===== src/sv/ccw_pkg.sv =====
// Package for the CUBIC congestion window block: constants, codes and types.
// No dependencies; imported by every module of the block.
`timescale 1ns / 1ps

package ccw_pkg;

    localparam int CBRT_ITERATIONS = 16;
    localparam int ITER_W          = $clog2(CBRT_ITERATIONS);

    localparam logic [31:0] ONE_Q16      = 32'h0001_0000;
    localparam logic [31:0] TWO_Q16      = 32'h0002_0000;
    localparam logic [31:0] MAX32        = 32'hFFFF_FFFF;
    localparam logic [22:0] TK_CLAMP     = 23'h40_0000;
    localparam logic [31:0] TICK_RESET   = 32'd1000000000;

    // Reciprocals for division by 3 (shift 33), by 5 (shift 34) and by 10 (shift 35).
    localparam logic [31:0] RECIP3       = 32'hAAAA_AAAB;
    localparam logic [31:0] RECIP5       = 32'hCCCC_CCCD;
    // floor(2^32 / 5); 2^32 leaves a remainder of one when divided by 5.
    localparam logic [31:0] FIFTH32      = 32'h3333_3333;

    // Result region codes.
    typedef enum logic [1:0] {
        RG_SLOW     = 2'd0,
        RG_FRIENDLY = 2'd1,
        RG_CUBIC    = 2'd2,
        RG_DECREASE = 2'd3
    } t_region;

    // Sequencer states.
    typedef enum logic [4:0] {
        ST_IDLE,
        ST_DWAIT,
        ST_D_INIT,
        ST_D_SQ,
        ST_D_NDIV,
        ST_D_SUM,
        ST_D_NEXT,
        ST_D_SCALE,
        ST_D_FIN,
        ST_C_DT,
        ST_C_WHOLE,
        ST_C_FRAC,
        ST_C_TK,
        ST_C_SQ,
        ST_C_CUBE,
        ST_C_WC,
        ST_C_BASE,
        ST_C_FQ,
        ST_C_FR,
        ST_C_CMP,
        ST_C_STEP,
        ST_DONE
    } t_state;

    // Request to the shared divider.
    typedef struct packed {
        logic        start;
        logic [63:0] num;
        logic [63:0] den;
    } t_div_req;

    // Response of the shared divider.
    typedef struct packed {
        logic        done;
        logic [63:0] quot;
        logic [63:0] rem;
    } t_div_rsp;

endpackage


===== src/sv/ccw_mul.sv =====
// Shared 32x32 multiplier with a registered product, loaded on enable.
// Depends on ccw_pkg only by convention of the block.
`timescale 1ns / 1ps

module ccw_mul
    import ccw_pkg::*;
(
    input  logic        i_clk,
    input  logic        i_en,
    input  logic [31:0] i_a,
    input  logic [31:0] i_b,
    output logic [63:0] o_p
);

    logic [63:0] r_p;

    // The product holds until the next enabled multiply.
    always_ff @(posedge i_clk) begin
        if (i_en) begin
            r_p <= i_a * i_b;
        end
    end

    assign o_p = r_p;

endmodule


===== config.mk =====
export PLATFORM = sky130hd
export DESIGN_NAME = ccw_mul
export DESIGN_NICKNAME = d
export VERILOG_FILES = /design/src/sv/ccw_pkg.sv /design/src/sv/ccw_mul.sv
export SDC_FILE = /design/constraint.sdc
export NUM_CORES = 2
export LEC_CHECK = 0
export BUFFER_PORTS_ARGS = -buffer_cell sky130_fd_sc_hd__buf_2
export CAP_MARGIN = 30
export CORE_UTILIZATION = 50
export DETAILED_ROUTE_END_ITERATION = 8
export PLACE_DENSITY = 0.78
export SYNTH_ARGS = -nofsm -noshare
export SYNTH_HDL_FRONTEND = slang
export SYNTH_SLANG_ARGS = --single-unit

===== constraint.sdc =====
create_clock -name i_clk -period 8.65 [get_ports i_clk]
set_input_delay 0.865 -clock i_clk [delete_from_list [all_inputs] [get_ports i_clk]]
set_output_delay 0.865 -clock i_clk [all_outputs]
set_load 0.01 [all_outputs]

==> results.json <==
{
  "cp_data_arrival_time_ps": 8290,
  "largest_reg_flops": 64,
  "cts_buffer_depth": 2,
  "die-area_sq_mm": 0.07170,
  "max_stage_delay_ps": 590,
  "most-common-layout-cells": "896 x fa_1, 865 x inv_1, 602 x and2_1",
  "area_delta_synth_final_pct": 6.147,
  "drv_cap": 0,
  "path_cells": "buf_2, buf_4, and2_1, fa_1, fa_1, inv_1, fa_1, fa_1, inv_1, fa_1, fa_1, fa_1, fa_1, ha_1, a21oi_1, o21a_1, a211oi_1, and2_1, a21o_1, a221o_1, a41oi_1, xnor2_1",
  "track_usage": 0.2849,
  "cp-startpoint": "i_b[8]",
  "cts_sinks": 64,
  "cts_max_level": 3,
  "core_area_sq_mm": 0.06991,
  "clk_pin_slew_ps": 70,
  "postSynthAreaPerCell_sq_um": 9.423,
  "grt_max_degree": 65,
  "drv_slew": 0,
  "cts-resized-gates": 0,
  "rsz0062_at_grt": "no",
  "synth.distinct_cells": 57,
  "end_kind": "flop",
  "synth-edff-count": 64,
  "ys_dominant_reg_cell": "edfxtp_1",
  "slew_headroom": 0.4025,
  "nNetsFinal": 5006,
  "routedWlPerCell_um": 20.56,
  "synth.ff_latch_count": 64,
  "critPathLaunchType": "input pin",
  "crit_path_frequent_cell": "fa_1",
  "syn_inst": 3748,
  "drcViolationCount": 0,
  "layout-drive-gt1-share": 0.07237,
  "yosysWarnings": 0,
  "worstPathRequired_ps": 8740,
  "grt_pass1_wl_um": 154500,
  "cts_setup_buffers": 0,
  "fmax_mhz": 121.9,
  "fin_crit_sh": 0.9487,
  "status": "finished clean",
  "fp-row-count": 97,
  "io_buffers": 129,
  "hold_viol": 0,
  "routed_wl_um": 97210,
  "io_pins": 130,
  "setup_violations": 0,
  "clockRootBuffer": "clkbuf_16",
  "endpoint": "o_p[60]$_DFFE_PP_",
  "antenna_found_initial": 5,
  "crit_fanout": 29,
  "fin_setup_tns_ps": 0,
  "syn-cell-area_sq_mm": 0.03532,
  "gp_congestion": 0.9496,
  "worstSetupPathType": "input pin to flop",
  "grt-ovfl-total": 0,
  "cts_made_buffers": 9,
  "die_x_um": 267.8,
  "hold_class": "input pin to flop",
  "postRouteAntennaNets": 0,
  "initialDrtViolationCount": 1667,
  "layout_commonest_cell": "fa_1",
  "tightestPinTransition_ps": 896.3,
  "critical_path.slowest_cell": "buf_2",
  "synthArstFlopShare": 0,
  "syn_nets": 4973,
  "period_minus_slack_ps": 8207,
  "ys_seq_area_frac": 0.05442,
  "initial_core_util": 0.5052,
  "via_per_inst": 5.419,
  "cts_tree": "built",
  "vias": 25620,
  "utilization": 0.5362,
  "grt_pass1_vias": 28280,
  "hpwl_um": 80380,
  "dieHeight_um": 267.8,
  "first_pass_iters": 5,
  "ctsHoldBuffers": 0
}
==> logic make-up (layout without fill, tap and decap cells) <==
kind of cell | Yosys count | in the layout | share of synthesized area
muxes | 1 | 1 | 0.0002834
xor gates and xnor gates | 60 | 60 | 0.01488
AOI/OAI and AO/OA | 202 | 202 | 0.04078
and+or+nand+nor | 1177 | 1177 | 0.1730
DFF | 64 | 64 | 0.05442
adders and majority gates | 1159 | 1159 | 0.6011
buffers and inverters | 1085 | 1123 | 0.1155
other | 0 | 2 | 0
==> worst min path at each step <==
stage	from	end	slack, ps	cells past startpoint
final	i_en	o_p[53]$_DFFE_PP_	1250	2
after global routing	i_en	o_p[59]$_DFFE_PP_	1310	2
after CTS	i_en	o_p[53]$_DFFE_PP_	1270	2
after detailed placement	o_p[16]$_DFFE_PP_	o_p[16]	1270	1
after global placement	o_p[17]$_DFFE_PP_	o_p[17]	1270	1
after floorplan	i_en	o_p[0]$_DFFE_PP_	980	0
==> synthesized netlist by cell type, types with 4 or more instances <==
master / count / area (sq um)
and2_1: 602 / 3766
o21a_1: 9 / 67.56
o21ai_0: 21 / 105.1
nor3_1: 7 / 35.03
inv_1: 865 / 3247
a21oi_1: 63 / 315.3
o21bai_1: 10 / 75.07
nor2_1: 20 / 75.07
nand2_1: 480 / 1802
clkbuf_1: 213 / 799.5
nand4_1: 23 / 143.9
ha_1: 263 / 3291
and3_1: 14 / 87.58
a221o_1: 4 / 40.04
xnor2_1: 35 / 306.5
o21ai_1: 5 / 25.02
fa_1: 896 / 17940
edfxtp_1: 64 / 1922
a31oi_1: 12 / 75.07
a21o_1: 40 / 300.3
xor2_1: 25 / 219.0
nand3_1: 10 / 50.05
buf_2: 6 / 30.03
==> metrics by stage <==
stage	instances	hold WS, ps	area, sq um	setup slack [ps]
after global placement	4710	1272	37200	291.6
after floorplan	3748	977.5	35320	906.5
after global routing	4726	1309	37480	187.9
final	4728	1248	37490	443.4
after detailed placement	4710	1273	37200	164.0
after CTS	4726	1270	37480	530.4
==> layer usage <==
metal  global-route usage  vias to the layer above  part of all wire
met1               0.3465                    13130              0.36
met5                    0                        -                 0
met2               0.4812                     1201              0.49
li1                     -                    10970                 -
met3              0.04444                      325             0.077
met4               0.1668                        0             0.068
==> cell type report <==
| cell class | instances | area [sq um] |
|---|---|---|
| Multi-Input combinational cell | 2599 | 29310 |
| Clock buffer | 9 | 225.2 |
| Tap cell | 940 | 1176 |
| Sequential cell | 64 | 1922 |
| Antenna cell | 2 | 5.005 |
| Inverter | 865 | 3247 |
| Timing Repair Buffer | 242 | 1544 |
| Fill cell | 6289 | 32420 |
| Clock inverter | 7 | 53.80 |
==> critical path, delay by kind of cell <==
family / cells / cell delay, ps
AOI/OAI and AO/OA: 6 / 1590
xor gates and xnor gates: 1 / 160
and+or+nand+nor: 2 / 380
adders and majority gates: 9 / 4340
buffers and inverters: 4 / 960
Power is not shown: default switching activity piles up to over one toggle a cycle in this logic, so the estimate is an artifact.
