$ cat src/sv/ccw_pkg.sv
// Package for the CUBIC congestion window block: constants, codes and types.
// No dependencies; imported by every module of the block.
`timescale 1ns / 1ps

package ccw_pkg;

    localparam int CBRT_ITERATIONS = 16;
    localparam int ITER_W          = $clog2(CBRT_ITERATIONS);

    localparam logic [31:0] ONE_Q16      = 32'h0001_0000;
    localparam logic [31:0] TWO_Q16      = 32'h0002_0000;
    localparam logic [31:0] MAX32        = 32'hFFFF_FFFF;
    localparam logic [22:0] TK_CLAMP     = 23'h40_0000;
    localparam logic [31:0] TICK_RESET   = 32'd1000000000;

    // Reciprocals for division by 3 (shift 33), by 5 (shift 34) and by 10 (shift 35).
    localparam logic [31:0] RECIP3       = 32'hAAAA_AAAB;
    localparam logic [31:0] RECIP5       = 32'hCCCC_CCCD;
    // floor(2^32 / 5); 2^32 leaves a remainder of one when divided by 5.
    localparam logic [31:0] FIFTH32      = 32'h3333_3333;

    // Result region codes.
    typedef enum logic [1:0] {
        RG_SLOW     = 2'd0,
        RG_FRIENDLY = 2'd1,
        RG_CUBIC    = 2'd2,
        RG_DECREASE = 2'd3
    } t_region;

    // Sequencer states.
    typedef enum logic [4:0] {
        ST_IDLE,
        ST_DWAIT,
        ST_D_INIT,
        ST_D_SQ,
        ST_D_NDIV,
        ST_D_SUM,
        ST_D_NEXT,
        ST_D_SCALE,
        ST_D_FIN,
        ST_C_DT,
        ST_C_WHOLE,
        ST_C_FRAC,
        ST_C_TK,
        ST_C_SQ,
        ST_C_CUBE,
        ST_C_WC,
        ST_C_BASE,
        ST_C_FQ,
        ST_C_FR,
        ST_C_CMP,
        ST_C_STEP,
        ST_DONE
    } t_state;

    // Request to the shared divider.
    typedef struct packed {
        logic        start;
        logic [63:0] num;
        logic [63:0] den;
    } t_div_req;

    // Response of the shared divider.
    typedef struct packed {
        logic        done;
        logic [63:0] quot;
        logic [63:0] rem;
    } t_div_rsp;

endpackage

$ cat src/sv/ccw_div.sv
// Radix-2 restoring divider, 64-bit numerator and divisor, one bit per cycle.
// Depends on ccw_pkg for the request and response types.
`timescale 1ns / 1ps

module ccw_div
    import ccw_pkg::*;
(
    input  logic     i_clk,
    input  logic     i_rst_n,
    input  t_div_req i_req,
    output t_div_rsp o_rsp
);

    logic [64:0] r_rem, n_rem;
    logic [63:0] r_quo, n_quo;
    logic [63:0] r_den, n_den;
    logic [5:0]  r_cnt, n_cnt;
    logic        r_busy, n_busy;
    logic        r_done, n_done;
    logic [64:0] w_shift;
    logic [64:0] w_diff;

    // One shift-and-subtract step per cycle.
    always_comb begin
        n_rem  = r_rem;
        n_quo  = r_quo;
        n_den  = r_den;
        n_cnt  = r_cnt;
        n_busy = r_busy;
        n_done = 1'b0;
        w_shift = {r_rem[63:0], r_quo[63]};
        w_diff  = w_shift - {1'b0, r_den};
        if (i_req.start) begin
            n_rem  = '0;
            n_quo  = i_req.num;
            n_den  = i_req.den;
            n_cnt  = '0;
            n_busy = 1'b1;
        end else if (r_busy) begin
            if (w_shift >= {1'b0, r_den}) begin
                n_rem = w_diff;
                n_quo = {r_quo[62:0], 1'b1};
            end else begin
                n_rem = w_shift;
                n_quo = {r_quo[62:0], 1'b0};
            end
            n_cnt = r_cnt + 6'd1;
            if (r_cnt == 6'd63) begin
                n_busy = 1'b0;
                n_done = 1'b1;
            end
        end
    end

    always_ff @(posedge i_clk) begin
        if (!i_rst_n) begin
            r_busy <= 1'b0;
            r_done <= 1'b0;
            r_cnt  <= '0;
        end else begin
            r_busy <= n_busy;
            r_done <= n_done;
            r_cnt  <= n_cnt;
        end
        r_rem <= n_rem;
        r_quo <= n_quo;
        r_den <= n_den;
    end

    assign o_rsp.done = r_done;
    assign o_rsp.quot = r_quo;
    assign o_rsp.rem  = r_rem[63:0];

endmodule

$ cat config.mk
export PLATFORM = sky130hd
export DESIGN_NAME = ccw_div
export DESIGN_NICKNAME = d
export VERILOG_FILES = /design/src/sv/ccw_pkg.sv /design/src/sv/ccw_div.sv
export SDC_FILE = /design/constraint.sdc
export NUM_CORES = 1
export LEC_CHECK = 0
export BUFFER_PORTS_ARGS = -buffer_cell sky130_fd_sc_hd__buf_4
export CAP_MARGIN = 15
export CORE_MARGIN = 2
export CORE_UTILIZATION = 30
export DETAILED_ROUTE_END_ITERATION = 10
export PLACE_DENSITY = 0.48
export REMOVE_ABC_BUFFERS = 1
export SLEW_MARGIN = 25
export SYNTH_ARGS = -nofsm -noshare
export SYNTH_HDL_FRONTEND = slang
export SYNTH_SLANG_ARGS = --single-unit
$ cat constraint.sdc
create_clock -name i_clk -period 4.35 [get_ports i_clk]
set_clock_uncertainty 0.05 [all_clocks]
set_input_delay 0.2175 -clock i_clk [delete_from_list [all_inputs] [get_ports i_clk]]
set_output_delay 0.2175 -clock i_clk [all_outputs]
set_load 0.01 [all_outputs]
==> key figures <==
Outcome
  • Status: finished, final reports clean

Floorplan
  • Site Rows: 72
  • Initial core utilization: 0.306
  • Core footprint: 38900 um2
  • Die X: 203 um
  • I/O pin cnt: 260
  • Die area: 41300 um2
  • Die height: 203 um

Placement
  • Placed insts: 1956
  • Pre-CTS setup slack: 467 ps
  • Final HPWL DP: 29000 um
  • Final GP Congestion: 0.822
  • Port bufs: 259
  • Placed cell areas: 14300 um2

Clock network
  • CTS tree: built
  • CTS Sinks: 200
  • Clock root buffer: clkbuf_16
  • Clk_lat worst skew: 470 ps
  • Clock transition at path regs: 80 ps
  • CTS Buf Count: 17
  • Post-CTS Resized: 0
  • Clock buffer depth: 2
  • H-tree depth: 4

Route
  • Via count: 10400
  • Via/cell ratio: 4.92
  • DR top layer: met4
  • 1st-iter DRT viols: 649
  • DR pass1 iterations: 5
  • Total wire length: 38700 um
  • Metal2 WL: 18400 um
  • Met1 Wirelength: 17000 um
  • Routed WL per cell: 18.3 um
  • Post-route ant nets: 0
  • DRC: 0
  • Metal3 WL: 2800 um

Power
  • Static Leak: 6.82 nW
  • Power share of the sequential group: 0.424
  • Pwr dens: 340 nW/um2
  • Clock power frac: 0.296
  • Combinational cell fraction of total power: 0.280
  • NetSw: 0.00177 W
  • Internal Power: 0.00372 W
  • Switching Fraction: 0.322
  • VDD IR max: 0.278 mV

Critical path
  • Crit path kind: reg2reg
  • WP data arrival: 4180 ps
  • Req. time, crit path: 4640 ps
  • Crit path launch type: flip-flop
  • Crit Path Max Fanout: 4
  • Crit path capture type: flip-flop

Timing
  • Least-Margin Pin Slew: 863 ps
  • Final Worst Setup Slack: 461 ps
  • Max Freq: 257 MHz
  • RSZ-0062 raised after global routing: false
  • Ratio of final minimum period to clock period: 0.894
  • Max_slew headroom: 0.423
  • Max Transition Viols Final: 0
  • Tmin final: 3890 ps
  • Final Hold Fails: 0
  • Final Setup Violations: 0

Global routing
  • Initial antenna violation count: 1
  • GRT overflow: 0
  • Vias in the first global route: 10800
  • First-pass GRT wire length: 60900 um
  • Largest net degree at the start of global routing: 55
  • Gr usage total: 0.189

Min path
  • Hold Path Class: in2reg

Flow run
  • Max-Cap Viols: 0

Logic synthesis
  • EDFF count, synth: 128
  • Register area share after synthesis: 0.444
  • Synth Flop Type: edfxtp_1
  • Mapped cell area: 11900 um2
  • Synth warn: 0
  • Flops & latches, synth: 200
  • Synth async-reset ratio: 0
  • Unique masters post-synth: 73
  • Cell count after synthesis: 1231
  • Syn Area/Cell: 9.67 um2

Layout
  • Final non-filler cell total: 2113
  • Nets@finish: 1778
  • Fin util: 0.415
  • Filler instances: 3849
  • Layout cells sized above 1: 0.240
  • Final Instance Area: 16100 um2
  • Synthesis-to-layout area growth: 35.7%
flip-flops by register name, indices dropped and copies added (netlist names):
name	cells
r_quo	64
r_den	64
r_rem	64
r_cnt	6
r_done	1
r_busy	1
cells by family after synthesis:
kind of cell	synth area share
buffers and inverters	0.0524
AND/OR/NAND/NOR	0.126
adder cells (fa/ha/maj)	0.0700
AO/OA/AOI/OAI	0.189
multiplexers	0.0773
flip-flops	0.444
XOR/XNOR	0.0405
path summary, 6_finish.rpt:
check / start / end / slack (ps) / cells after the start
max: r_quo[63]$_DFFE_PP_ / r_rem[60]$_SDFFE_PP0P_ / 460 / 13
min: i_req[90] / r_quo[26]$_DFFE_PP_ / 30 / 2
max reg2reg: r_quo[63]$_DFFE_PP_ / r_rem[60]$_SDFFE_PP0P_ / 460 / 13
min reg2reg: r_cnt[5]$_SDFFE_PP0P_ / r_done$_SDFF_PP0_ / 450 / 2
worst max-delay path, stage by stage (launching register included):
cell and delay, ps:
edfxtp_1 430, inv_1 70, ha_1 230, fa_1 390
and2b_1 250, o2111ai_1 130, a311o_1 450, a211o_1 280
nand2_1 210, a31oi_1 350, o311a_1 420, a211oi_1 250
xnor2_1 170, o21ai_1 70
area by class of cell:
| type | instances | area (um2) | area share |
|---|---|---|---|
| antenna | 1 | 2.50 | 0.000155 |
| multi-input combinational | 875 | 6000 | 0.371 |
| clock buffer | 20 | 437 | 0.0270 |
| clock inverter | 12 | 135 | 0.00837 |
| inverter | 88 | 330 | 0.0205 |
| tap | 518 | 648 | 0.0401 |
| sequential | 200 | 5290 | 0.328 |
| timing repair buffer | 399 | 3310 | 0.205 |
cells in the mapped netlist (8+ instances only):
cell type	instances	area share
o21bai_1	8	0.0050
o21a_1	19	0.012
o21ai_0	47	0.020
nor3_1	26	0.011
ha_1	65	0.068
buf_2	12	0.0050
edfxtp_1	128	0.32
o21ai_1	16	0.0067
nand4_1	23	0.012
a21o_1	25	0.016
nand2b_1	13	0.0068
nand3_1	19	0.0080
xnor2_1	23	0.017
a211oi_1	54	0.034
clkbuf_1	51	0.016
inv_1	87	0.027
mux2_2	63	0.060
nor2_1	117	0.037
a21oi_1	108	0.045
nand2_1	78	0.025
a31oi_1	9	0.0047
dfxtp_1	72	0.12
mux2i_1	21	0.018
xor2_1	32	0.024
and3_1	9	0.0047
per-layer routing:
layer  global-route usage  up-vias
li1                     -     5199
met1                0.239     4840
met2                0.317      331
met3               0.0585       31
met4               0.0441        0
met5                    0        -
metrics by stage:
step	hold slack, ps	power (W)	setup TNS [ps]
after floorplan	235	0.00323	-94580
after global placement	347	0.00382	0
after detailed placement	347	0.00382	0
after CTS	3.75	0.00555	0
after global routing	3.30	0.00579	0
final	26.5	0.00549	0
timing repair:
| item | in CTS | in global routing |
|---|---|---|
| buffers inserted | 0 | 0 |
| endpoints found under the hold margin | 124 | 0 |
| hold buffers | 124 | 0 |
| setup endpoints to repair | 0 | 0 |
placed cells by master, fill, tap and decap left out, types with 6 or more instances in the layout:
| cell type | synthesis | layout |
|---|---|---|
| o21a_1 | 19 | 19 |
| a31oi_1 | 9 | 9 |
| dfxtp_1 | 72 | 71 |
| nand3_1 | 19 | 19 |
| nand4_1 | 23 | 23 |
| nor2_1 | 117 | 117 |
| a21oi_1 | 108 | 108 |
| a211oi_1 | 54 | 54 |
| mux2i_1 | 21 | 21 |
| o21ai_0 | 47 | 47 |
| clkbuf_16 | 0 | 17 |
| edfxtp_1 | 128 | 128 |
| o21bai_1 | 8 | 8 |
| o22ai_1 | 7 | 7 |
| a21o_1 | 25 | 25 |
| nand2b_1 | 13 | 13 |
| nor2b_1 | 6 | 6 |
| o31ai_1 | 6 | 6 |
| nor3_1 | 26 | 26 |
| and3_1 | 9 | 9 |
| buf_4 | 4 | 274 |
| inv_1 | 87 | 86 |
| nand2_1 | 78 | 78 |
| xnor2_1 | 23 | 23 |
| xor2_1 | 32 | 32 |
| o21ai_1 | 16 | 16 |
| ha_1 | 65 | 65 |
| mux2_2 | 63 | 63 |
| dlygate4sd3_1 | 0 | 124 |
power groups by stage:
stage	Sequential [W]	Clock [W]	Combinational (W)
floorplan	0.00239	0	0.000833
global placement	0.00237	0	0.00145
detailed placement	0.00237	0	0.00145
CTS	0.00233	0.00167	0.00155
global route	0.00235	0.00174	0.00170
finish	0.00233	0.00162	0.00154
(Power assumes the default switching activity.)
